## src/dcr_pkg.sv

```systemverilog
// ----------------------------------------------------------------------------
// dcr_pkg - shared types and constants of the damped comb reverb
// Payload structs, controller/datapath command and status structs,
// register indexes, comb taps and fixed-point coefficient constants.
// ----------------------------------------------------------------------------
package dcr_pkg;

  localparam int SAMPLE_W  = 16;            // Q1.15 audio sample
  localparam int WORD_W    = SAMPLE_W + 4;  // Q5.15 delay word
  localparam int COEF_W    = 16;            // wet, feedback and damping
  localparam int Q16_W     = 17;            // Q0.16 value that may be exactly one
  localparam int Q_SHIFT   = 16;
  localparam int NCOMB     = 4;
  localparam int CFG_IDX_W = 2;
  localparam int CFG_W     = 16;
  localparam int ROOM_W    = 12;
  localparam int TAP_W     = 12;

  typedef logic [1:0] comb_idx_t;
  typedef logic [3:0] coef_step_t;

  typedef struct packed {
    logic signed [SAMPLE_W-1:0] sample_in;
    logic                       frame_end;
  } in_item_t;

  typedef struct packed {
    logic signed [SAMPLE_W-1:0] sample_out;
    logic                       frame_last;
  } out_item_t;

  // Configuration register indexes
  localparam logic [CFG_IDX_W-1:0] REG_INDOOR = 2'd0;
  localparam logic [CFG_IDX_W-1:0] REG_ROOM   = 2'd1;
  localparam logic [CFG_IDX_W-1:0] REG_ABSORB = 2'd2;

  localparam logic [CFG_W-1:0]  INDOOR_RESET = 16'd0;
  localparam logic [ROOM_W-1:0] ROOM_RESET   = 12'd0;
  localparam logic [CFG_W-1:0]  ABSORB_RESET = 16'd32768;

  localparam logic [CFG_W-1:0] BYPASS_LIMIT = 16'd3277;   // 0.05
  localparam logic [CFG_W-1:0] FULL_SCALE   = 16'hFFFF;   // read as exactly one
  localparam logic [Q16_W-1:0] Q16_ONE      = 17'h10000;

  // Room size normalisation: s = floor(room * 8192 / 25), clamped at one
  localparam logic [ROOM_W-1:0] ROOM_NORM        = 12'd200;
  localparam int                ROOM_SMALL_W     = 8;
  localparam int                SIZE_PROD_W      = 30;
  localparam logic [21:0]       K_SIZE_RECIP     = 22'd2684355;  // ceil(2^26 / 25)
  localparam int                SIZE_RECIP_SHIFT = 13;

  localparam logic [TAP_W-1:0] COMB_TAP [NCOMB] = '{12'd1559, 12'd2137, 12'd2909, 12'd3823};

  // Coefficient constants, Q0.16
  localparam logic [Q16_W:0]   K_WET_BASE  = 18'd13107;  // 0.20
  localparam logic [Q16_W-1:0] K_WET_SIZE  = 17'd22938;  // 0.35
  localparam logic [Q16_W:0]   K_WETM_BASE = 18'd19661;  // 0.30
  localparam logic [Q16_W-1:0] K_WETM      = 17'd45875;  // 0.70
  localparam logic [Q16_W:0]   K_FB_BASE   = 18'd22938;  // 0.35
  localparam logic [Q16_W-1:0] K_FB_SIZE   = 17'd26214;  // 0.40
  localparam logic [Q16_W-1:0] K_FB_IND    = 17'd9830;   // 0.15
  localparam logic [Q16_W:0]   K_FBM_BASE  = 18'd26214;  // 0.40
  localparam logic [Q16_W-1:0] K_FBM       = 17'd39322;  // 0.60
  localparam logic [Q16_W:0]   K_DAMP_BASE = 18'd36045;  // 0.55
  localparam logic [Q16_W-1:0] K_DAMP_SIZE = 17'd19661;  // 0.30
  localparam logic [Q16_W-1:0] K_DAMP_ABS  = 17'd13107;  // 0.20

  // Coefficient sequence steps
  localparam coef_step_t CS_SIZE   = 4'd0;
  localparam coef_step_t CS_WET_T1 = 4'd1;
  localparam coef_step_t CS_WET_T2 = 4'd2;
  localparam coef_step_t CS_WET_A  = 4'd3;
  localparam coef_step_t CS_WET    = 4'd4;
  localparam coef_step_t CS_FB_S   = 4'd5;
  localparam coef_step_t CS_FB_A   = 4'd6;
  localparam coef_step_t CS_FB_M   = 4'd7;
  localparam coef_step_t CS_FB     = 4'd8;
  localparam coef_step_t CS_DAMP_S = 4'd9;
  localparam coef_step_t CS_DAMP_B = 4'd10;
  localparam coef_step_t CS_FIRST  = CS_SIZE;
  localparam coef_step_t CS_LAST   = CS_DAMP_B;

  typedef struct packed {
    logic       take;       // input beat accepted
    logic       coef_en;
    coef_step_t coef_step;
    logic       rd_en;      // issue delay read
    comb_idx_t  rd_comb;
    logic       tap_en;     // tap arrives, damping multiply
    comb_idx_t  tap_comb;
    logic       lp_en;      // damping state update
    comb_idx_t  lp_comb;
    logic       fb_en;      // feedback multiply
    logic       wr_en;      // delay write
    comb_idx_t  wr_comb;
    logic       mix_en;     // wet/dry multiply
    logic       y_en;       // mixed sample ready
    logic       pos_adv;
    logic       load_out;
    logic       out_sel_x;  // bypass: send dry sample
  } dcr_cmd_t;

  typedef struct packed {
    logic bypass;
  } dcr_status_t;

endpackage

```

## src/dcr_ctrl.sv

```systemverilog
// ----------------------------------------------------------------------------
// dcr_ctrl - sequencer of the damped comb reverb
// Runs the coefficient pass after reset and register writes, steps each
// reverb sample through the eight-step comb schedule and owns the output valid.
// ----------------------------------------------------------------------------
module dcr_ctrl (
  input  logic                 clk,
  input  logic                 rst,
  input  logic                 in_valid,
  output logic                 in_ready,
  output logic                 out_valid,
  input  logic                 out_ready,
  input  logic                 cfg_write,
  input  dcr_pkg::dcr_status_t status,
  output dcr_pkg::dcr_cmd_t    cmd
);

  localparam logic [1:0] S_IDLE = 2'd0;
  localparam logic [1:0] S_COEF = 2'd1;
  localparam logic [1:0] S_RUN  = 2'd2;
  localparam logic [1:0] S_FIN  = 2'd3;

  localparam logic [2:0] ST_FIRST  = 3'd0;
  localparam logic [2:0] RD_LAST   = 3'd3;
  localparam logic [2:0] TAP_FIRST = 3'd1;
  localparam logic [2:0] TAP_LAST  = 3'd4;
  localparam logic [2:0] LP_FIRST  = 3'd2;
  localparam logic [2:0] LP_LAST   = 3'd5;
  localparam logic [2:0] FB_FIRST  = 3'd3;
  localparam logic [2:0] FB_LAST   = 3'd6;
  localparam logic [2:0] WR_FIRST  = 3'd4;
  localparam logic [2:0] ST_MIX    = 3'd5;
  localparam logic [2:0] ST_Y      = 3'd6;
  localparam logic [2:0] ST_LAST   = 3'd7;

  logic [1:0]          state, state_next;
  logic [2:0]          step, step_next;
  dcr_pkg::coef_step_t cstep, cstep_next;
  logic                dirty, dirty_next;
  logic                byp, byp_next;
  logic                out_free, finishing, load_out, take, run;

  always_comb begin
    out_free  = !out_valid || out_ready;
    finishing = (state == S_RUN && step == ST_LAST) || state == S_FIN;
    load_out  = finishing && out_free;
    in_ready  = !dirty && (state == S_IDLE || load_out);
    take      = in_valid && in_ready;
    run       = state == S_RUN;
  end

  always_comb begin
    state_next = state;
    step_next  = step;
    cstep_next = cstep;
    byp_next   = byp;
    dirty_next = dirty || cfg_write;
    case (state)
      S_IDLE: begin
        if (dirty) begin
          state_next = S_COEF;
          cstep_next = dcr_pkg::CS_FIRST;
        end
      end
      S_COEF: begin
        if (cfg_write) begin
          cstep_next = dcr_pkg::CS_FIRST;
        end else if (cstep == dcr_pkg::CS_LAST) begin
          state_next = S_IDLE;
          dirty_next = 1'b0;
        end else begin
          cstep_next = dcr_pkg::coef_step_t'(cstep + 1'b1);
        end
      end
      S_RUN: begin
        if (step != ST_LAST) begin
          step_next = 3'(step + 1'b1);
        end else if (!out_free) begin
          state_next = S_FIN;
        end else begin
          state_next = S_IDLE;
        end
      end
      S_FIN: begin
        if (out_free) begin
          state_next = S_IDLE;
        end
      end
      default: begin
        state_next = S_IDLE;
      end
    endcase
    if (take) begin
      byp_next   = status.bypass;
      step_next  = ST_FIRST;
      state_next = status.bypass ? S_FIN : S_RUN;
    end
  end

  always_ff @(posedge clk) begin
    if (rst) begin
      state     <= S_IDLE;
      step      <= ST_FIRST;
      cstep     <= dcr_pkg::CS_FIRST;
      dirty     <= 1'b1;
      byp       <= 1'b0;
      out_valid <= 1'b0;
    end else begin
      state <= state_next;
      step  <= step_next;
      cstep <= cstep_next;
      dirty <= dirty_next;
      byp   <= byp_next;
      if (load_out) begin
        out_valid <= 1'b1;
      end else if (out_ready) begin
        out_valid <= 1'b0;
      end
    end
  end

  // Decode the step into stage enables; comb c enters the read stage at step c
  always_comb begin
    cmd           = '0;
    cmd.take      = take;
    cmd.coef_en   = state == S_COEF && !cfg_write;
    cmd.coef_step = cstep;
    cmd.rd_en     = run && step <= RD_LAST;
    cmd.rd_comb   = step[1:0];
    cmd.tap_en    = run && step >= TAP_FIRST && step <= TAP_LAST;
    cmd.tap_comb  = 2'(step - TAP_FIRST);
    cmd.lp_en     = run && step >= LP_FIRST && step <= LP_LAST;
    cmd.lp_comb   = 2'(step - LP_FIRST);
    cmd.fb_en     = run && step >= FB_FIRST && step <= FB_LAST;
    cmd.wr_en     = run && step >= WR_FIRST;
    cmd.wr_comb   = 2'(step - WR_FIRST);
    cmd.mix_en    = run && step == ST_MIX;
    cmd.y_en      = run && step == ST_Y;
    cmd.pos_adv   = run && step == ST_LAST;
    cmd.load_out  = load_out;
    cmd.out_sel_x = state == S_FIN && byp;
  end

endmodule

```

## config.mk

```make
export PLATFORM = sky130hd
export DESIGN_NAME = dcr_ctrl
export DESIGN_NICKNAME = d
export VERILOG_FILES = /design/src/dcr_pkg.sv /design/src/dcr_ctrl.sv
export SDC_FILE = /design/constraint.sdc
export NUM_CORES = 1
export LEC_CHECK = 0
export BUFFER_PORTS_ARGS = -buffer_cell sky130_fd_sc_hd__buf_2
export CELL_PAD_IN_SITES_DETAIL_PLACEMENT = 0
export CELL_PAD_IN_SITES_GLOBAL_PLACEMENT = 1
export CORE_ASPECT_RATIO = 1.2
export CORE_MARGIN = 3
export CORE_UTILIZATION = 33
export CTS_CLUSTER_DIAMETER = 80
export DETAILED_ROUTE_END_ITERATION = 8
export MAX_ROUTING_LAYER = met4
export PLACE_DENSITY_LB_ADDON = 0.1
export SETUP_SLACK_MARGIN = 0.2
export SLEW_MARGIN = 20
export SYNTH_ARGS = -nofsm -noshare
export SYNTH_HDL_FRONTEND = slang
export SYNTH_SLANG_ARGS = --single-unit
```

## constraint.sdc

```tcl
create_clock -name clk -period 2.3 [get_ports clk]
set_input_delay 0.46 -clock clk [delete_from_list [all_inputs] [get_ports clk]]
set_output_delay 0.46 -clock clk [all_outputs]
set_load 0.01 [all_outputs]
```

== Word level (Yosys, flattened, before mapping) ==
Index checks and enable logic that the tools add are counted.
Storage, ports and cells
  flip-flop bits (word level): 12
  latch bits: 0
  memory bits (writable): 0
  bits in read-only memories: 0
  input bits: 6
  output and inout bits: 26
  word-level logic and storage cells: 82
  memories: 0
Cells by class
  add/sub/neg operators: 5
  multiply operators: 0
  div/mod/pow operators: 0
  $lt $le $gt $ge: 8
  equal/unequal tests: 15
  shift-type cells: 0
  muxes and demuxes: 18
  bitwise gates (word level): 0
  reductions and logical operators: 30
Operators by type and width (number)
  != test 3 bit (second input constant): 7
  logical AND 1 bit: 16
  2-to-1 mux 2 bit: 7
  2-to-1 mux 4 bit: 3
  equality test 3 bit (second input constant): 3
  <= comparator 3 bit (second input constant): 3
  case mux 2 bit (4 select lines): 1
  case mux 4 bit (2 select lines): 1
  greater-or-equal comparator 3 x 2 -> 1 bit (second input constant): 2
  2-to-1 mux 1 bit: 6
  AND reduction 5 bit: 1
  adder 4 x 1 -> 4 bit (second input constant): 1
  equality test 2 bit (second input constant): 2
  equality test 4 bit (second input constant): 1
  logical OR 1 bit: 4
  nonzero test 2 bit: 2
  subtractor 2 x 1 -> 2 bit (second input constant): 2
  adder 3 x 1 -> 3 bit (second input constant): 1
  greater-or-equal comparator 3 x 1 -> 1 bit (second input constant): 1
  greater-or-equal comparator 3 bit (second input constant): 1
  <= comparator 3 x 2 -> 1 bit (second input constant): 1
  logical NOT 1 bit: 3
  AND reduction 3 bit: 1
  equality test 2 x 1 -> 1 bit (second input constant): 1
  5 further kinds: 5

== Longest topological paths before layout ==
  word-level depth: 9
  depth in mapped cells: 6
  depth with buffers taken out: 6

== Worst setup path before layout ==
No wires, ideal clock.
  kind: register -> output
  start: reg step[1]
  end: out cmd[23] in the netlist's numbering
  arrival time: 1422 ps
  required time: 1840 ps
  setup slack: 418 ps
  cell stages (with the launch flop): 7
  path buffers: 1
  cell sequence: dfxtp_1 -> ha_1 -> ha_1 -> nor2_1 -> o21a_1 -> nor2_1 -> buf_4
Between the ends
  word-level cells in the longest chain between the ends: 7
Ends and longest elaborated chain
  start, declared: RTL line dcr_ctrl.sv:37  | logic [2:0] step, step_next;
  start signal, assigned: RTL line dcr_ctrl.sv:110  | step <= step_next;
  equality test 3 bit: RTL line dcr_ctrl.sv:45  | finishing = (state == S_RUN && step == ST_LAST) || state == S_FIN;
  logical AND 1 bit: RTL line dcr_ctrl.sv:45
  logical OR 1 bit: RTL line dcr_ctrl.sv:45
  logical AND 1 bit: RTL line dcr_ctrl.sv:46  | load_out = finishing && out_free;
  logical OR 1 bit: RTL line dcr_ctrl.sv:47  | in_ready = !dirty && (state == S_IDLE || load_out);
  logical AND 1 bit: RTL line dcr_ctrl.sv:47
  logical AND 1 bit: RTL line dcr_ctrl.sv:48  | take = in_valid && in_ready;
  end, declared: RTL line dcr_ctrl.sv:15  | output dcr_pkg::dcr_cmd_t cmd
No other way between the ends.

==> impl_metrics.env <==
export IMPL_place_gp_congestion=0.767
export IMPL_report_final_slew_viol_count=0
export IMPL_worst_r2r_cell_count=7
export IMPL_detail_route_iter0_violations=9
export IMPL_grt_first_pass_wirelength_um=2980
export IMPL_post_dp_hpwl_um=1450
export IMPL_syn_area_um2=798
export IMPL_synth_area_leader_cell="sky130_fd_sc_hd__dfxtp_1"
export IMPL_wl_met2_um=915
export IMPL_synth_edf_count=0
export IMPL_tritoncts="built"
export IMPL_worst_rel_slew_slack=0.779
export IMPL_final_min_clock_period_ps=2000
export IMPL_clock_tree_root_cell="sky130_fd_sc_hd__clkbuf_4"
export IMPL_peakVddDrop_mv=0.268
export IMPL_clk_slew_on_worst_s_h_paths_ps=70
export IMPL_ys_async_rst_share=0
export IMPL_crit_path_max_fanout=9
export IMPL_globalRouteTotalUtil=0.135
export IMPL_power_net_switching_w=0.0000853
export IMPL_outcome="completed"
export IMPL_path_class="flop to output pin"
export IMPL_topRoutingLayerUsed="met4"
export IMPL_clock_power_share=0.418
export IMPL_antenna_found_initial=0
export IMPL_fin_util=0.474
export IMPL_start_kind="flop"
export IMPL_power_static_leakage_nw=0.482
export IMPL_first_global_vias=700
export IMPL_antenna_violating_nets_post_route=0
export IMPL_drt_vias_per_instance=4.89
export IMPL_drive_above_1_share=0.450
export IMPL_met1Wirelength_um=806
export IMPL_max_freq_mhz=500
export IMPL_cap_viol_max_count=0
export IMPL_power_share_switching=0.213
export IMPL_worst_hold_path_ep="byp$_SDFFE_PP0P_"
export IMPL_synth_seq_area_share=0.301
export IMPL_initial_utilization=0.365
export IMPL_worst_skew_pair_late_latency_ps=270
export IMPL_critical_path_reg2reg_startpoint="cstep[0]$_SDFFE_PP0P_"
export IMPL_firstDrtPassIters=2
export IMPL_p_seq_frac=0.531
export IMPL_max_slew_worst_pin_slew_ps=324
export IMPL_report_final_hold_viol_count=0
export IMPL_internal_power_component_w=0.000315
export IMPL_cts_sinks=12
export IMPL_cts_htree_levels=1
export IMPL_clock_skew_final_ps=3.49
export IMPL_wirelength_routed_um=1850
export IMPL_routed_wire_length_per_instance_um=11.6
export IMPL_die_y_um=59.9
export IMPL_clock_tree_buffer_depth=2
export IMPL_hold_ws_ps=495
export IMPL_cts_hold_repair_buffers=0
export IMPL_synth_area_per_cell_um2=7.98
export IMPL_endpoint_kind="output pin"
export IMPL_core_area_um2=2180
export IMPL_synthesis_nets=113
export IMPL_rsz0062_at_grt="false"
export IMPL_finish_stage_setup_viols=0
export IMPL_final_setup_tns_ps=0
export IMPL_die_area_um2=3050
export IMPL_critPathRequiredTime_ps=1840
export IMPL_routed_via_count=777
export IMPL_yosysWarningCount=0
export IMPL_reg2reg_slack_ps=470
export IMPL_fp_dieW_um=50.9
export IMPL_power_share_combinational=0.051
export IMPL_synthTopCellsByArea="sky130_fd_sc_hd__dfxtp_1 (30%), sky130_fd_sc_hd__ha_1 (11%), sky130_fd_sc_hd__a21oi_1 (6.9%)"
export IMPL_top_level_pins=32
export IMPL_layout_cells_most_common_list="sky130_fd_sc_hd__buf_2 (31), sky130_fd_sc_hd__nor2_1 (12), sky130_fd_sc_hd__a21oi_1 (11)"
export IMPL_yosysUniqueCellTypes=34
export IMPL_fin_ws_ps=300
export IMPL_holdCritPathClass="flop to flop"
export IMPL_min_delay_start="byp$_SDFFE_PP0P_"
export IMPL_post_synth_top_area_fraction=0.301
export IMPL_power_density_over_cell_area_nw_per_um2=387
export IMPL_routed_wl_met3_um=98
export IMPL_globalRoute_totalOverflow=0
export IMPL_dp_slack_ps=415
export IMPL_final_period_utilization=0.870
export IMPL_nNetsFinal=143
export IMPL_timing_hold_worst_path_depth=2
export IMPL_synthCells=100
export IMPL_ys_dominant_reg_cell="sky130_fd_sc_hd__dfxtp_1"
export IMPL_placement_rows=18
export IMPL_post_route_drc_count=0
export IMPL_n_antenna_cell=0
export IMPL_critical_path_arrival_ps=1540
export IMPL_crit_reg2reg_capture="cstep[1]$_SDFFE_PP0P_"
export IMPL_flip_flop_and_latch_count_after_synthesis=12
export IMPL_pin_count_of_the_biggest_net_entering_global_routing=13
export IMPL_area_growth_synth_to_final_pct=29.6
export IMPL_numCtsBuffers=3
export IMPL_io_buffers=31
export IMPL_mostFrequentLayoutCell="sky130_fd_sc_hd__buf_2"
synth_stat cells, types with 2 or more instances:
| library cell | instances |
|---|---|
| sky130_fd_sc_hd__a211oi_1 | 2 |
| sky130_fd_sc_hd__inv_1 | 6 |
| sky130_fd_sc_hd__or3_1 | 2 |
| sky130_fd_sc_hd__a21oi_1 | 11 |
| sky130_fd_sc_hd__or2_2 | 2 |
| sky130_fd_sc_hd__a2111oi_0 | 2 |
| sky130_fd_sc_hd__nor3_1 | 5 |
| sky130_fd_sc_hd__o21ai_1 | 3 |
| sky130_fd_sc_hd__nor2_1 | 13 |
| sky130_fd_sc_hd__buf_4 | 7 |
| sky130_fd_sc_hd__nor4_1 | 2 |
| sky130_fd_sc_hd__or3b_1 | 3 |
| sky130_fd_sc_hd__ha_1 | 7 |
| sky130_fd_sc_hd__clkbuf_1 | 3 |
| sky130_fd_sc_hd__o21ai_0 | 2 |
| sky130_fd_sc_hd__dfxtp_1 | 12 |
metrics by stage:
stage	instances	instance area, um2	power (W)
3_5_place_dp	154	952	0.000237
4_1_cts	159	1010	0.000410
3_3_place_gp	154	952	0.000237
6_report	159	1030	0.000400
5_1_grt	159	1030	0.000428
2_1_floorplan	100	798	0.000229
power by group through the flow:
stage               Clock (W)  Sequential, W  Combinational [W]
finish               0.000167       0.000212          0.0000202
global route         0.000192       0.000213          0.0000228
CTS                  0.000177       0.000212          0.0000203
detailed placement          0       0.000217          0.0000200
global placement            0       0.000217          0.0000201
floorplan                   0       0.000217          0.0000116
worst max-delay path: stages, from the launching register on:
cell                      delay, ps
sky130_fd_sc_hd__dfxtp_1        380
sky130_fd_sc_hd__nor2b_2        200
sky130_fd_sc_hd__or3b_4         410
sky130_fd_sc_hd__nor2_4         140
sky130_fd_sc_hd__buf_2          140
what timing repair did:
item | 4_1_cts | 5_1_grt
setup endpoints to repair | 2 | 4
gates resized for setup | 5 | 10
hold endpoints to repair | 0 | 0
pin swaps | 1 | 2
setup buffers | 1 | 0
how the worst max path moves through the flow:
stage / from / end / slack, ps
6_report: state[0]$_SDFFE_PP0P_ / cmd[23] / 300
5_1_grt: state[0]$_SDFFE_PP0P_ / cmd[23] / 210
4_1_cts: state[0]$_SDFFE_PP0P_ / cmd[23] / 210
3_5_place_dp: step[2]$_SDFFE_PP0P_ / cmd[23] / 410
3_3_place_gp: step[2]$_SDFFE_PP0P_ / cmd[23] / 450
2_1_floorplan: step[1]$_SDFFE_PP0P_ / cmd[23] / 420
kinds of logic after synthesis:
logic type	count (synthesis)	synth area share
xor gates and xnor gates	1	0.0110
and+or+nand+nor	39	0.284
adders and majority gates	7	0.110
buffers and inverters	17	0.114
AOI/OAI and AO/OA	24	0.180
DFF	12	0.301
area by class of cell:
class                   instances  area [um2]
clock buffers                   4        36.3
well taps                      30        37.5
multi-input cells              71         500
fillers                       234        1150
repair buffers                 36         193
inverters                       6        22.5
flip-flops and latches         12         245
sequential cells by signal, summed over array words and instances (netlist names):
name and flops:
byp 1, cstep 4, dirty 1, out_valid 1
state 2, step 3
layer usage:
metal  vias up  track usage
met5         -            -
met4         0       0.0808
met3         4       0.0224
met2        20        0.239
met1       347        0.140
li1        406            -
Note: power is estimated with default switching activity, not from simulation.
